## src/lip_pkg.sv

```systemverilog
// Shared constants, status codes and control struct for the intersection block.
// Depends on nothing.
`default_nettype none
package lip_pkg;
    localparam int COORD_BITS_DEF = 16;
    localparam int FRAC_BITS_DEF  = 16;
    localparam int FIELD_BITS     = 16;
    localparam int OUT_BITS       = 48;
    // Quotient bits resolved by the divider chain, one per cell.
    localparam int QB             = OUT_BITS + 1;

    localparam logic [1:0] ST_FOUND    = 2'd0;
    localparam logic [1:0] ST_PARALLEL = 2'd1;
    localparam logic [1:0] ST_SAT      = 2'd2;

    typedef struct packed {
        logic det_zero;
        logic neg_x;
        logic neg_y;
        logic ovf_x;
        logic ovf_y;
    } lip_ctrl_t;
endpackage
`default_nettype wire

```

## src/lip_div_cell.sv

```systemverilog
// One restoring-division cell: resolves one quotient bit for both lanes.
// Depends on lip_pkg.
`default_nettype none
module lip_div_cell #(
    parameter int DW = 35
) (
    input  wire logic               aclk,
    input  wire logic               aresetn,
    input  wire logic               en,
    input  wire logic               in_valid,
    input  wire lip_pkg::lip_ctrl_t in_ctrl,
    input  wire logic [DW-1:0]      in_d,
    input  wire logic [DW-1:0]      in_rem_x,
    input  wire logic [lip_pkg::QB-1:0] in_word_x,
    input  wire logic [DW-1:0]      in_rem_y,
    input  wire logic [lip_pkg::QB-1:0] in_word_y,
    output logic                    out_valid,
    output lip_pkg::lip_ctrl_t      out_ctrl,
    output logic [DW-1:0]           out_d,
    output logic [DW-1:0]           out_rem_x,
    output logic [lip_pkg::QB-1:0]  out_word_x,
    output logic [DW-1:0]           out_rem_y,
    output logic [lip_pkg::QB-1:0]  out_word_y
);
    import lip_pkg::*;

    // word: numerator bits shift out the top, quotient bits shift in below
    function automatic logic [DW+QB-1:0] step(input logic [DW-1:0] rem,
                                              input logic [QB-1:0] word,
                                              input logic [DW-1:0] d);
        logic [DW:0] t;
        logic [DW:0] diff;
        logic        qbit;
        t    = {rem, word[QB-1]};
        diff = t - {1'b0, d};
        qbit = (t >= {1'b0, d});
        return {qbit ? diff[DW-1:0] : t[DW-1:0], word[QB-2:0], qbit};
    endfunction

    logic [DW+QB-1:0] sx, sy;

    assign sx = step(in_rem_x, in_word_x, in_d);
    assign sy = step(in_rem_y, in_word_y, in_d);

    always_ff @(posedge aclk) begin
        if (en) begin
            out_ctrl   <= in_ctrl;
            out_d      <= in_d;
            out_rem_x  <= sx[DW+QB-1:QB];
            out_word_x <= sx[QB-1:0];
            out_rem_y  <= sy[DW+QB-1:QB];
            out_word_y <= sy[QB-1:0];
        end
    end

    always_ff @(posedge aclk) begin
        if (!aresetn) begin
            out_valid <= 1'b0;
        end else if (en) begin
            out_valid <= in_valid;
        end
    end
endmodule
`default_nettype wire

```

## config.mk

```make
export PLATFORM = sky130hd
export DESIGN_NAME = lip_div_cell
export DESIGN_NICKNAME = d
export VERILOG_FILES = /design/src/lip_pkg.sv /design/src/lip_div_cell.sv
export SDC_FILE = /design/constraint.sdc
export NUM_CORES = 1
export LEC_CHECK = 0
export BUFFER_PORTS_ARGS = -buffer_cell sky130_fd_sc_hd__clkbuf_2
export CAP_MARGIN = 20
export CORE_AREA = 2 2 162 164
export DETAILED_ROUTE_END_ITERATION = 6
export DIE_AREA = 0 0 164 166
export PLACE_DENSITY_LB_ADDON = 0.15
export SLEW_MARGIN = 5
export SYNTH_ARGS = -nofsm -noshare
export SYNTH_HDL_FRONTEND = slang
export SYNTH_SLANG_ARGS = --single-unit
```

## constraint.sdc

```tcl
create_clock -name aclk -period 7 [get_ports aclk]
set_input_delay 1.4 -clock aclk [delete_from_list [all_inputs] [get_ports aclk]]
set_output_delay 1.4 -clock aclk [all_outputs]
set_load 0.1 [all_outputs]
```

# Word level (Yosys, flattened, before mapping)
# Index checks and enable logic that the tools add are counted.
[word_totals]
reg_bits = 209
latchBits = 0
mem_bits_rw = 0
romBits = 0
input_bits = 212
out_inout_bits = 209
n_memories = 0
[classes]
add_sub_neg = 2
multipliers = 0
div_mod_pow = 0
magnitude_cmp = 2
eq_ne = 0
n_shift = 0
n_mux = 2
bitwise = 0
n_reduce_logical = 0
[ops]
columns = ["operator", "count"]
rows = [
  [">= comparator 36 x 35 -> 1 bit", 2],
  ["2-to-1 mux 35 bit", 2],
  ["subtractor 35 bit", 2],
]

# Logic depth before layout (Yosys ltp)
# Gate-level depths: netlist of run 1.
[logic_depth]
word_depth = 2
ltp_mapped = 13

# Least setup slack after synthesis of run 1
# Ideal clock, no wire load.
[synth_path]
kind = "input-to-reg"
start = "input in_word_y[48] (netlist name)"
end = "register out_rem_y[27] (data pin)"
setup_time_ns = 0.262
arrival_time_ns = 3.765
required_time_ns = 6.738
path_slack_ns = 2.973
stages = 12
cell_sequence = "inv_1 ha_1 fa_1 nand2b_1 a211oi_1 o2111ai_1 a211oi_1 o31a_1 or2_1 buf_4 buf_6 mux2_1"
[synth_via]
elab_chain_cells = 2
[synth_rtl]
columns = ["item", "line", "text"]
rows = [
  ["start, declared", "lip_div_cell.sv:16", "input wire logic [lip_pkg::QB-1:0] in_word_y,"],
  ["subtractor 35 bit / >= comparator 36 x 35 -> 1 bit (equally long branches)", "lip_div_cell.sv:35, lip_div_cell.sv:36", ""],
  ["2-to-1 mux 35 bit (*)", "lip_div_cell.sv:37", "return {qbit ? diff[DW-1:0] : t[DW-1:0], word[QB-2:0], qbit};"],
  ["named net sy[76]", "lip_div_cell.sv:40", "logic [DW+QB-1:0] sx, sy;"],
  ["end signal, assigned", "lip_div_cell.sv:51", "out_rem_y <= sy[DW+QB-1:QB];"],
  ["end, declared", "lip_div_cell.sv:22", "output logic [DW-1:0] out_rem_y,"],
]
# Mark *: on every way through the listed nets, which the timed path passes. The rest lies on a longest branch.
# A chain may end at the register's enable or synchronous reset.

# Worst setup path after layout of run 1
[layout_path]
start = "input in_d[0]"
end = "register out_rem_y[24] (data pin)"
[layout_via]
elab_chain_cells = 2
[layout_rtl]
columns = ["item", "line", "text"]
rows = [
  ["start, declared", "lip_div_cell.sv:12", "input wire logic [DW-1:0] in_d,"],
  ["subtractor 35 bit / >= comparator 36 x 35 -> 1 bit (equally long branches)", "lip_div_cell.sv:35, lip_div_cell.sv:36", ""],
  ["2-to-1 mux 35 bit (*)", "lip_div_cell.sv:37", ""],
  ["named net sy[73]", "lip_div_cell.sv:40", ""],
]
# Marks and branches as above.

==> flow_summary.rst, run 1 <==
.. list-table::
   :header-rows: 1

   * - Metric
     - Value
   * - Time the final worst path needs with I/O delays and setup
     - 4510 ps
   * - Type of the tightest min-delay check
     - flop to flop
   * - Cell with the most instances on the worst path
     - sky130_fd_sc_hd__a211oi_1
   * - HPWL after detailed placement
     - 28700 um
   * - Avg Synthesized Cell Area
     - 11.5 um^2
   * - Number of gates resized after CTS
     - 0
   * - Die Footprint
     - 27200 um^2
   * - Library cell with the highest instance count after synthesis
     - sky130_fd_sc_hd__edfxtp_1
   * - Initial core utilization
     - 0.439
   * - Layout Cells excl Fill
     - 1746
   * - First element of the critical path
     - in_d[0]
   * - Post-detailed-route wirelength per cell
     - 20.5 um
   * - Critical Path Slowest Stage Cell
     - sky130_fd_sc_hd__or2_2
   * - Post-synthesis cell type count
     - 77
   * - Wire length of the first global-routing pass
     - 52200 um
   * - Critical path required time
     - 7260 ps
   * - Violation count after the first detailed-routing iteration
     - 648
   * - Number of iterations in the first detailed-routing pass
     - 5
   * - Portion of total power attributed to the clock network
     - 0.280
   * - Clock tree from TritonCTS
     - done
   * - Overall routed net length
     - 35700 um
   * - Maximum ir drop on the vdd rail
     - 0.208 mV
   * - Worst reg2reg startpoint
     - out_valid$_SDFFE_PN0P_
   * - Maximum fanout encountered on the critical timing path
     - 29
   * - Number of warnings reported in the yosys synthesis log
     - 0
   * - Floorplan die height
     - 166 um
   * - Final Cycle Share
     - 0.644
   * - Synthesized net count
     - 1265
   * - Worst slack at placement
     - 2010 ps
   * - Most numerous cell types in the synthesized netlist
     - sky130_fd_sc_hd__edfxtp_1 (208), sky130_fd_sc_hd__a21oi_1 (97), sky130_fd_sc_hd__nand2_1 (90), sky130_fd_sc_hd__ha_1 (70), sky130_fd_sc_hd__nor2_1 (63)
   * - WHS
     - 533 ps
   * - Count of max-cap constraint violations
     - 0
   * - Number of buffers inserted for hold repair after clock tree synthesis
     - 0
   * - Maximum number of pins on one net before global-route repair
     - 98
   * - Top flip-flop cell by instance count after synthesis
     - sky130_fd_sc_hd__edfxtp_1
   * - Ordered list of cells on the worst path
     - clkbuf_2, ha_1, fa_1, nand2b_1, a211oi_1, o2111ai_1, a211oi_1, o31a_1, or2_2, buf_4, mux2_1
   * - Depth of the worst register-to-register path
     - 2
   * - Switching share of total power
     - 0.424
   * - Gp weighted congestion
     - 0.898
   * - Number of buffers added by the clock tree synthesis step
     - 24
   * - Vias in the first global route
     - 9085
   * - Number of instances in the synthesized netlist
     - 981
   * - Clock sinks
     - 209
   * - Setup slack on the worst flop-to-flop path
     - 6390 ps
   * - Sum of buffers and inverters on the critical path
     - 2
   * - Clock transition time at the flip-flop clock pins of the worst setup and hold paths
     - 60 ps
   * - Share of power burned in combinational logic
     - 0.373
   * - Synth area leaders
     - sky130_fd_sc_hd__edfxtp_1 (56%), sky130_fd_sc_hd__ha_1 (7.8%), sky130_fd_sc_hd__a21oi_1 (4.3%), sky130_fd_sc_hd__nand2_1 (3.0%), sky130_fd_sc_hd__xnor2_1 (2.4%)
   * - WS Path Type
     - input port to flop
   * - Cell area after technology mapping
     - 11200 um^2
   * - Hold-critical path endpoint
     - out_valid$_SDFFE_PN0P_
   * - Post-synth EDFFs
     - 208
   * - Horizontal die dimension
     - 164 um
   * - Unrepaired setup endpoints after global routing
     - false
   * - Switching power
     - 1.93 mW
   * - Internal power summed over all cells
     - 2.63 mW
   * - Endpoint of the worst-slack reg-to-reg timing path
     - out_valid$_SDFFE_PN0P_
   * - Core Area
     - 25600 um^2
   * - Hold-critical path depth
     - 2
   * - Cells after DPL
     - 1702
   * - Kind of end point of the critical path
     - flop
   * - Overall overflow remaining after global route
     - 0
   * - Power share of the sequential group
     - 0.347
   * - Number of buffers inserted by port buffering
     - 420
   * - Share of final-layout standard cells stronger than drive strength 1
     - 0.340
   * - Number of antenna violations at the first check in global routing
     - 2
   * - Final number of hold-violating endpoints
     - 0
   * - Vias
     - 9285
   * - Max Buffers Root-to-Sink
     - 3
   * - GRT Resource Usage Total
     - 0.252
   * - Fraction of post-synthesis cell area in the top cell type by area
     - 0.555
   * - H-tree Lvls
     - 1
   * - CTS Root Cell
     - sky130_fd_sc_hd__clkbuf_16
   * - Crit path largest cell delay
     - 510 ps
   * - Remaining max-slew budget at the tightest pin
     - 0.481
   * - Critical path arrival
     - 4760 ps
   * - Core Util, Final
     - 0.561
   * - Final setup vio count
     - 0
   * - Portion of the post-synthesis area used by sequential elements
     - 0.557
   * - Async S/R FF share, synth
     - 0
   * - Buffers inserted by post-CTS timing repair
     - 0
   * - Category of cells accounting for the largest share of critical-path delay
     - compound AO/OA/AOI/OAI gates
   * - Outcome
     - completed
   * - DR vias/cell
     - 5.32
   * - IO Pins
     - 421
   * - Synth Register Bits
     - 209
   * - Clock latency on the worst-skew pair
     - 510 ps
   * - Detail Route Antenna Nets
     - 0
   * - Fmax
     - 222 MHz
   * - Yosys top cell by area
     - sky130_fd_sc_hd__edfxtp_1
   * - Launch instance of the worst min-delay path
     - out_valid$_SDFFE_PN0P_
   * - Final setup margin
     - 2490 ps
   * - Pwr per Cell Area
     - 317 nW/um^2
   * - Count of final max-slew check failures
     - 0
   * - Worst slew pin tran
     - 778 ps
   * - Kind of launch point of the worst setup path
     - input port
   * - Standard-cell rows
     - 59
   * - Area added between synthesis and finish
     - 27.8%
   * - Number of nets in the final layout
     - 1677
   * - Final TNS setup
     - 0 ps
   * - DRC violation count after routing
     - 0
   * - Post-route clock skew
     - 0 ps
   * - Leakage Power
     - 6.34 nW
power groups by stage:
stage	sequential [mW]	clock [mW]	combinational, mW
floorplan	2.56	0	0.407
global placement	1.60	0	1.69
detailed placement	1.61	0	1.70
CTS	1.58	1.31	1.70
global route	1.60	1.35	1.78
finish	1.58	1.27	1.70
layout by cell type, fill, tap and decap left out, types with 4 or more instances in the layout:
cell,synthesis,final
sky130_fd_sc_hd__a21o_1,21,21
sky130_fd_sc_hd__o21a_1,9,9
sky130_fd_sc_hd__o21ai_0,41,41
sky130_fd_sc_hd__o21bai_1,10,10
sky130_fd_sc_hd__nand2_1,90,90
sky130_fd_sc_hd__a31oi_1,11,11
sky130_fd_sc_hd__nand4_1,20,20
sky130_fd_sc_hd__o21ai_1,24,24
sky130_fd_sc_hd__a211oi_1,6,6
sky130_fd_sc_hd__nor2_1,63,63
sky130_fd_sc_hd__clkbuf_2,2,419
sky130_fd_sc_hd__and2_1,5,5
sky130_fd_sc_hd__nand2b_1,13,13
sky130_fd_sc_hd__a21oi_1,97,97
sky130_fd_sc_hd__xor2_1,25,25
sky130_fd_sc_hd__clkbuf_16,0,25
sky130_fd_sc_hd__o221ai_1,5,5
sky130_fd_sc_hd__inv_1,56,56
sky130_fd_sc_hd__o31ai_1,6,6
sky130_fd_sc_hd__o211ai_1,9,9
sky130_fd_sc_hd__xnor2_1,31,31
sky130_fd_sc_hd__ha_1,70,70
sky130_fd_sc_hd__mux2_1,5,5
sky130_fd_sc_hd__edfxtp_1,208,208
sky130_fd_sc_hd__clkbuf_1,8,4
sky130_fd_sc_hd__nand3_1,26,26
sky130_fd_sc_hd__mux2_2,4,4
sky130_fd_sc_hd__nor3_1,13,13
sky130_fd_sc_hd__nor2b_1,8,8
sky130_fd_sc_hd__buf_4,7,5
worst min-delay path: stages (launching register included):
cell and delay (ps):
sky130_fd_sc_hd__dfxtp_1 330, sky130_fd_sc_hd__mux2i_1 70, sky130_fd_sc_hd__nor2b_1 100
layer usage:
| layer | GRT usage | vias to the layer above | part of all wire |
|---|---|---|---|
| met2 | 0.429 | 348 | 0.48 |
| li1 | - | 4490 | - |
| met5 | 0 | - | 0.00036 |
| met1 | 0.313 | 4384 | 0.40 |
| met3 | 0.0652 | 61 | 0.087 |
| met4 | 0.0801 | 2 | 0.031 |
worst max path at each step:
stage	depth (start not counted)	endpoint	slack, ps
detailed placement	11	out_rem_y[24]$_DFFE_PP_	2010
global route	11	out_rem_y[24]$_DFFE_PP_	2240
CTS	11	out_rem_y[24]$_DFFE_PP_	2540
floorplan	12	out_rem_y[27]$_DFFE_PP_	2970
finish	11	out_rem_y[24]$_DFFE_PP_	2490
global placement	11	out_rem_y[24]$_DFFE_PP_	2070
area by class of cell:
type | instances | area [um^2]
Inverter | 56 | 210
Timing Repair Buffer | 425 | 2150
Fill cell | 2332 | 11200
Multi-Input combinational cell | 677 | 4530
Clock inverter | 14 | 161
Tap cell | 335 | 419
Sequential cell | 209 | 6270
Clock buffer | 29 | 641
Antenna cell | 1 | 2.50
logic make-up after synthesis:
logic type,count (synthesis),synth area share
AO/OA/AOI/OAI,271,0.153
AND/OR/NAND/NOR,266,0.112
flip-flops,209,0.557
buffers and inverters,95,0.0407
adder cells (fa/ha/maj),72,0.0814
XOR/XNOR,56,0.0436
multiplexers,12,0.0117
registers in the layout, indices dropped and copies added (netlist names):
name / count
out_word_x: 49
out_rem_y: 35
out_valid: 1
out_ctrl: 5
out_rem_x: 35
out_word_y: 49
out_d: 35
stage by stage:
step	cell area (um^2)	power, mW
CTS	14400	4.59
floorplan	11200	2.97
global placement	13600	3.30
finish	14400	4.56
detailed placement	13600	3.30
global route	14400	4.72
(Power assumes the default switching activity.)
==> run 2: changes to the inputs <==
- clock period: 7 -> 4.13 ns (I/O delays scaled with it)
==> run 2 against run 1 <==
Compared with the run above: non-clock buffer count is 13 higher; worst setup slack got worse by 1800 ps; register-to-register slack worse by 2900 ps; via count is essentially flat; power increased by 71%; critical path type unchanged; critical endpoint is now out_rem_y[3]$_DFFE_PP_; largest cell class unchanged.
==> flow_summary.rst, run 2 (same netlist as run 1, synthesis figures left out) <==
.. list-table::
   :header-rows: 1

   * - Metric
     - Value
   * - Core Area
     - 25600 um^2
   * - Internal power summed over all cells
     - 4.53 mW
   * - WS Path Type
     - input port to flop
   * - Detail Route Antenna Nets
     - 0
   * - Time the final worst path needs with I/O delays and setup
     - 3470 ps
   * - Area of all placed cells without fillers
     - 14500 um^2
   * - Clock tree from TritonCTS
     - done
   * - Share of final-layout standard cells stronger than drive strength 1
     - 0.345
   * - Final number of hold-violating endpoints
     - 0
   * - Die Footprint
     - 27200 um^2
   * - Buffers inserted by post-CTS timing repair
     - 0
   * - Standard-cell rows
     - 59
   * - Critical path arrival
     - 3730 ps
   * - Count of max-cap constraint violations
     - 0
   * - Kind of launch point of the worst setup path
     - input port
   * - Number of antenna violations at the first check in global routing
     - 4
   * - Switching power
     - 3.28 mW
   * - Final TNS setup
     - 0 ps
   * - Fmax
     - 288 MHz
   * - Maximum number of pins on one net before global-route repair
     - 93
   * - Number of fill cells in the layout
     - 2294
   * - Critical path required time
     - 4390 ps
   * - Post-detailed-route wirelength per cell
     - 20.4 um
   * - Number of buffers added by the clock tree synthesis step
     - 24
   * - Power share of the sequential group
     - 0.344
   * - Vias
     - 9287
   * - Maximum ir drop on the vdd rail
     - 0.387 mV
   * - Most frequent standard cell in the layout excluding fill and tap cells
     - sky130_fd_sc_hd__clkbuf_2
   * - Leakage Power
     - 6.43 nW
   * - DRC violation count after routing
     - 0
   * - Max Buffers Root-to-Sink
     - 3
   * - Post-route clock skew
     - 0 ps
   * - Number of buffers inserted for hold repair after clock tree synthesis
     - 0
   * - DR vias/cell
     - 5.28
   * - Number of iterations in the first detailed-routing pass
     - 5
   * - Count of final max-slew check failures
     - 0
   * - Final Cycle Share
     - 0.841
   * - Most frequent cells in the layout
     - sky130_fd_sc_hd__clkbuf_2 (419), sky130_fd_sc_hd__edfxtp_1 (208), sky130_fd_sc_hd__a21oi_1 (97)
   * - CTS Root Cell
     - sky130_fd_sc_hd__clkbuf_16
   * - Wire length of the first global-routing pass
     - 52300 um
   * - Clock sinks
     - 209
   * - IO Pins
     - 421
   * - Initial core utilization
     - 0.439
   * - Floorplan die height
     - 166 um
   * - GRT Resource Usage Total
     - 0.253
   * - Horizontal die dimension
     - 164 um
   * - Clock latency on the worst-skew pair
     - 510 ps
   * - Outcome
     - completed
   * - Kind of end point of the critical path
     - flop
   * - Gp weighted congestion
     - 0.969
   * - Type of the tightest min-delay check
     - input port to flop
   * - Number of buffers inserted by port buffering
     - 420
   * - Pwr per Cell Area
     - 537 nW/um^2
   * - Number of nets in the final layout
     - 1690
   * - Portion of total power attributed to the clock network
     - 0.284
   * - Remaining max-slew budget at the tightest pin
     - 0.491
   * - Clock transition time at the flip-flop clock pins of the worst setup and hold paths
     - 60 ps
   * - Share of power burned in combinational logic
     - 0.372
   * - Worst slew pin tran
     - 764 ps
   * - Vias in the first global route
     - 8886
   * - Area added between synthesis and finish
     - 29.2%
   * - Unrepaired setup endpoints after global routing
     - false
   * - H-tree Lvls
     - 1
   * - Placed standard-cell area
     - 13700 um^2
   * - Overall overflow remaining after global route
     - 0
   * - Switching share of total power
     - 0.419
   * - HPWL after detailed placement
     - 29100 um
   * - Final setup vio count
     - 0
   * - Number of gates resized after CTS
     - 0
   * - Biggest registers after layout
     - out_word_x (49), out_word_y (49)
   * - Violation count after the first detailed-routing iteration
     - 617
   * - Maximum fanout encountered on the critical timing path
     - 19
   * - Overall routed net length
     - 35900 um
run 2: cell count changes in the layout (fill, tap and decap cells not counted):
cell                         delta
sky130_fd_sc_hd__inv_6          +1
sky130_fd_sc_hd__clkinv_2       -3
sky130_fd_sc_hd__diode_2        +1
sky130_fd_sc_hd__buf_4         +10
sky130_fd_sc_hd__buf_12         +3
sky130_fd_sc_hd__clkinvlp_4     -1
sky130_fd_sc_hd__bufinv_16      +1
sky130_fd_sc_hd__clkinv_1       +2
run 2: worst max-delay path, stage by stage:
cell	delay (ps)
sky130_fd_sc_hd__clkbuf_2	130
sky130_fd_sc_hd__ha_1	240
sky130_fd_sc_hd__fa_1	410
sky130_fd_sc_hd__nand2b_1	180
sky130_fd_sc_hd__a211oi_1	320
sky130_fd_sc_hd__o2111ai_1	310
sky130_fd_sc_hd__a211oi_1	360
sky130_fd_sc_hd__o31a_1	230
sky130_fd_sc_hd__or2_2	200
sky130_fd_sc_hd__buf_12	170
sky130_fd_sc_hd__mux2_2	340
run 2: final cells by class:
class	instances	area [um^2]	area share
Inverter	56	210	0.0145
Multi-Input combinational cell	677	4530	0.311
Tap cell	335	419	0.0288
Antenna cell	2	5.00	0.000344
Sequential cell	209	6270	0.431
Clock buffer	29	641	0.0441
Clock inverter	14	185	0.0127
Timing Repair Buffer	438	2280	0.157
run 2: stage by stage:
stage | setup slack [ps] | cells | power [mW] | util | hold slack (ps)
detailed placement | 150 | 1715 | 5.62 | 0.535 | 528
global route | 564 | 1760 | 8.09 | 0.567 | 466
CTS | 685 | 1758 | 7.86 | 0.567 | 464
global placement | 243 | 1715 | 5.62 | 0.535 | 501
finish | 655 | 1760 | 7.81 | 0.567 | 483
floorplan | 677 | 981 | 5.03 | - | 925
run 2: worst paths after layout:
kind	from	end	slack, ps	depth (start not counted)
min	in_word_y[18]	out_word_y[19]$_DFFE_PP_	480	1
min reg2reg	out_valid$_SDFFE_PN0P_	out_valid$_SDFFE_PN0P_	540	2
max	in_d[0]	out_rem_y[3]$_DFFE_PP_	660	11
max reg2reg	out_valid$_SDFFE_PN0P_	out_valid$_SDFFE_PN0P_	3510	2
run 2: routing by layer:
metal / track usage / vias up / share of wire
met1: 0.314 / 4344 / 0.39
li1: - / 4533 / -
met5: 0 / - / 0.00075
met3: 0.0717 / 62 / 0.089
met2: 0.423 / 344 / 0.48
met4: 0.0847 / 4 / 0.033
run 2: power by group through the flow:
stage	clock [mW]	sequential (mW)	combinational (mW)
global route	2.35	2.70	3.04
finish	2.22	2.68	2.91
detailed placement	0	2.73	2.90
CTS	2.27	2.69	2.91
global placement	0	2.72	2.89
floorplan	0	4.34	0.689
==> run 3: changes to the inputs <==
- clock period: 4.13 -> 3.63 ns (I/O delays scaled with it)
==> run 3 against run 2 <==
Compared with the run above: largest power group unchanged; clock skew did not move; critical path depth rose by 1; flip-flop and latch count did not move; sequential share of layout area fell by 0.79 points; sequential power rose by 14%; non-clock buffer count rose by 43; first-iteration DRC count rose by 1.8%; register-to-register slack got worse by 500 ps; cell area rose by 1.9%.
==> flow_summary.rst, run 3 (same netlist as run 1, synthesis figures left out) <==
.. list-table::
   :header-rows: 1

   * - Metric
     - Value
   * - Critical Path Slowest Stage Cell
     - sky130_fd_sc_hd__fa_1
   * - Post-detailed-route wirelength per cell
     - 20.5 um
   * - Horizontal die dimension
     - 164 um
   * - Number of nets in the final layout
     - 1733
   * - DRC violation count after routing
     - 0
   * - Kind of end point of the critical path
     - flop
   * - GRT Resource Usage Total
     - 0.263
   * - Most frequent standard cell in the layout excluding fill and tap cells
     - sky130_fd_sc_hd__clkbuf_2
   * - Clock transition time at the flip-flop clock pins of the worst setup and hold paths
     - 60 ps
   * - DR vias/cell
     - 5.31
   * - Post-route clock skew
     - 0 ps
   * - Worst slack at placement
     - -98.2 ps
   * - Number of iterations in the first detailed-routing pass
     - 5
   * - GR Util met2
     - 0.450
   * - Clock tree from TritonCTS
     - done
   * - Clock sinks
     - 209
   * - GRT met1 Usage
     - 0.321
   * - Buffers inserted by post-CTS timing repair
     - 0
   * - Unrepaired setup endpoints after global routing
     - false
   * - Number of fill cells in the layout
     - 2276
   * - Ordered list of cells on the worst path
     - clkbuf_2, ha_1, fa_1, nand2b_1, a211oi_1, o2111ai_1, a2111oi_2, buf_4, o21ai_1, o21ai_0, xnor2_1, mux2_1
   * - Die Footprint
     - 27200 um^2
   * - IO Pins
     - 421
   * - Gp weighted congestion
     - 0.947
   * - Number of buffers inserted by port buffering
     - 420
   * - Number of gates resized after CTS
     - 0
   * - Overall routed net length
     - 37000 um
   * - H-tree Lvls
     - 1
   * - Crit path largest cell delay
     - 410 ps
   * - Detail Route Antenna Nets
     - 0
   * - Final number of hold-violating endpoints
     - 0
   * - Critical path required time
     - 3900 ps
   * - Time the final worst path needs with I/O delays and setup
     - 3200 ps
   * - Most frequent cells in the layout
     - sky130_fd_sc_hd__clkbuf_2 (419), sky130_fd_sc_hd__edfxtp_1 (208), sky130_fd_sc_hd__a21oi_1 (97)
   * - Wire length of the first global-routing pass
     - 54400 um
   * - Pwr per Cell Area
     - 595 nW/um^2
   * - Depth of the worst register-to-register path
     - 2
   * - Vias
     - 9562
   * - Leakage Power
     - 6.62 nW
   * - Area added between synthesis and finish
     - 31.6%
   * - Biggest registers after layout
     - out_word_x (49), out_word_y (49)
   * - Kind of launch point of the worst setup path
     - input port
   * - Final Cycle Share
     - 0.882
   * - Count of max-cap constraint violations
     - 0
   * - Final setup vio count
     - 0
   * - Number of antenna violations at the first check in global routing
     - 1
   * - Remaining max-slew budget at the tightest pin
     - 0.492
   * - Core Area
     - 25600 um^2
   * - Violation count after the first detailed-routing iteration
     - 628
   * - Maximum fanout encountered on the critical timing path
     - 3
   * - Maximum number of pins on one net before global-route repair
     - 94
   * - Fmax
     - 312 MHz
   * - CTS Root Cell
     - sky130_fd_sc_hd__clkbuf_16
   * - Final setup margin
     - 429 ps
   * - Clock latency on the worst-skew pair
     - 520 ps
   * - Overall overflow remaining after global route
     - 0
   * - Number of buffers added by the clock tree synthesis step
     - 24
   * - Type of the tightest min-delay check
     - input port to flop
   * - Floorplan die height
     - 166 um
   * - Max Buffers Root-to-Sink
     - 3
   * - Met3 Resource Use GR
     - 0.0689
   * - WHS
     - 374 ps
   * - Maximum ir drop on the vdd rail
     - 0.399 mV
   * - WS Path Type
     - input port to flop
   * - Sum of buffers and inverters on the critical path
     - 2
   * - HPWL after detailed placement
     - 29800 um
   * - Number of buffers inserted for hold repair after clock tree synthesis
     - 0
   * - Worst slew pin tran
     - 762 ps
   * - Outcome
     - completed
   * - Cell count along the critical path
     - 12
   * - Hold-critical path depth
     - 1
   * - Count of final max-slew check failures
     - 0
   * - Vias in the first global route
     - 9425
   * - Initial core utilization
     - 0.439
   * - Critical path arrival
     - 3480 ps
   * - Category of cells accounting for the largest share of critical-path delay
     - compound AO/OA/AOI/OAI gates
   * - Standard-cell rows
     - 59
   * - Most Crowded Layer GR
     - met2
   * - Share of final-layout standard cells stronger than drive strength 1
     - 0.365
[run 3: power by group]
group / leakage, nW / internal, mW / switching [mW] / total [mW]
clock network: 0.374 / 1.40 / 0.991 / 2.39
logic: 4.21 / 0.688 / 2.69 / 3.37
registers: 2.04 / 2.98 / 0.0746 / 3.05
total: 6.62 / 5.06 / 3.75 / 8.81
[run 3: worst paths after layout]
check | start | end | slack (ps)
min | in_word_x[11] | out_word_x[12]$_DFFE_PP_ | 370
max reg2reg | out_valid$_SDFFE_PN0P_ | out_valid$_SDFFE_PN0P_ | 3010
max | in_d[0] | out_rem_y[30]$_DFFE_PP_ | 430
min reg2reg | out_valid$_SDFFE_PN0P_ | out_valid$_SDFFE_PN0P_ | 550
[run 3: layer usage]
| metal | up-vias | share of wire |
|---|---|---|
| met1 | 4503 | 0.39 |
| met4 | 0 | 0.036 |
| met2 | 378 | 0.48 |
| li1 | 4609 | - |
| met5 | - | 0 |
| met3 | 72 | 0.091 |
[run 3: through the flow]
step | setup TNS [ps] | util | total power, mW | cells | area, um^2
floorplan | 0 | - | 5.73 | 981 | 11200
global placement | -64.7 | 0.548 | 6.45 | 1758 | 14000
detailed placement | -780 | 0.548 | 6.47 | 1758 | 14000
CTS | 0 | 0.578 | 8.87 | 1800 | 14800
global route | 0 | 0.578 | 9.12 | 1801 | 14800
finish | 0 | 0.578 | 8.81 | 1801 | 14800
[run 3: layout make-up]
type                       count  area [um^2]  area share
clock inverter                13          125     0.00845
sequential                   209         6270       0.423
timing repair buffer         481         2620       0.177
antenna                        1         2.50    0.000169
clock buffer                  29          641      0.0433
inverter                      56          210      0.0142
tap                          335          419      0.0283
multi-input combinational    677         4530       0.306
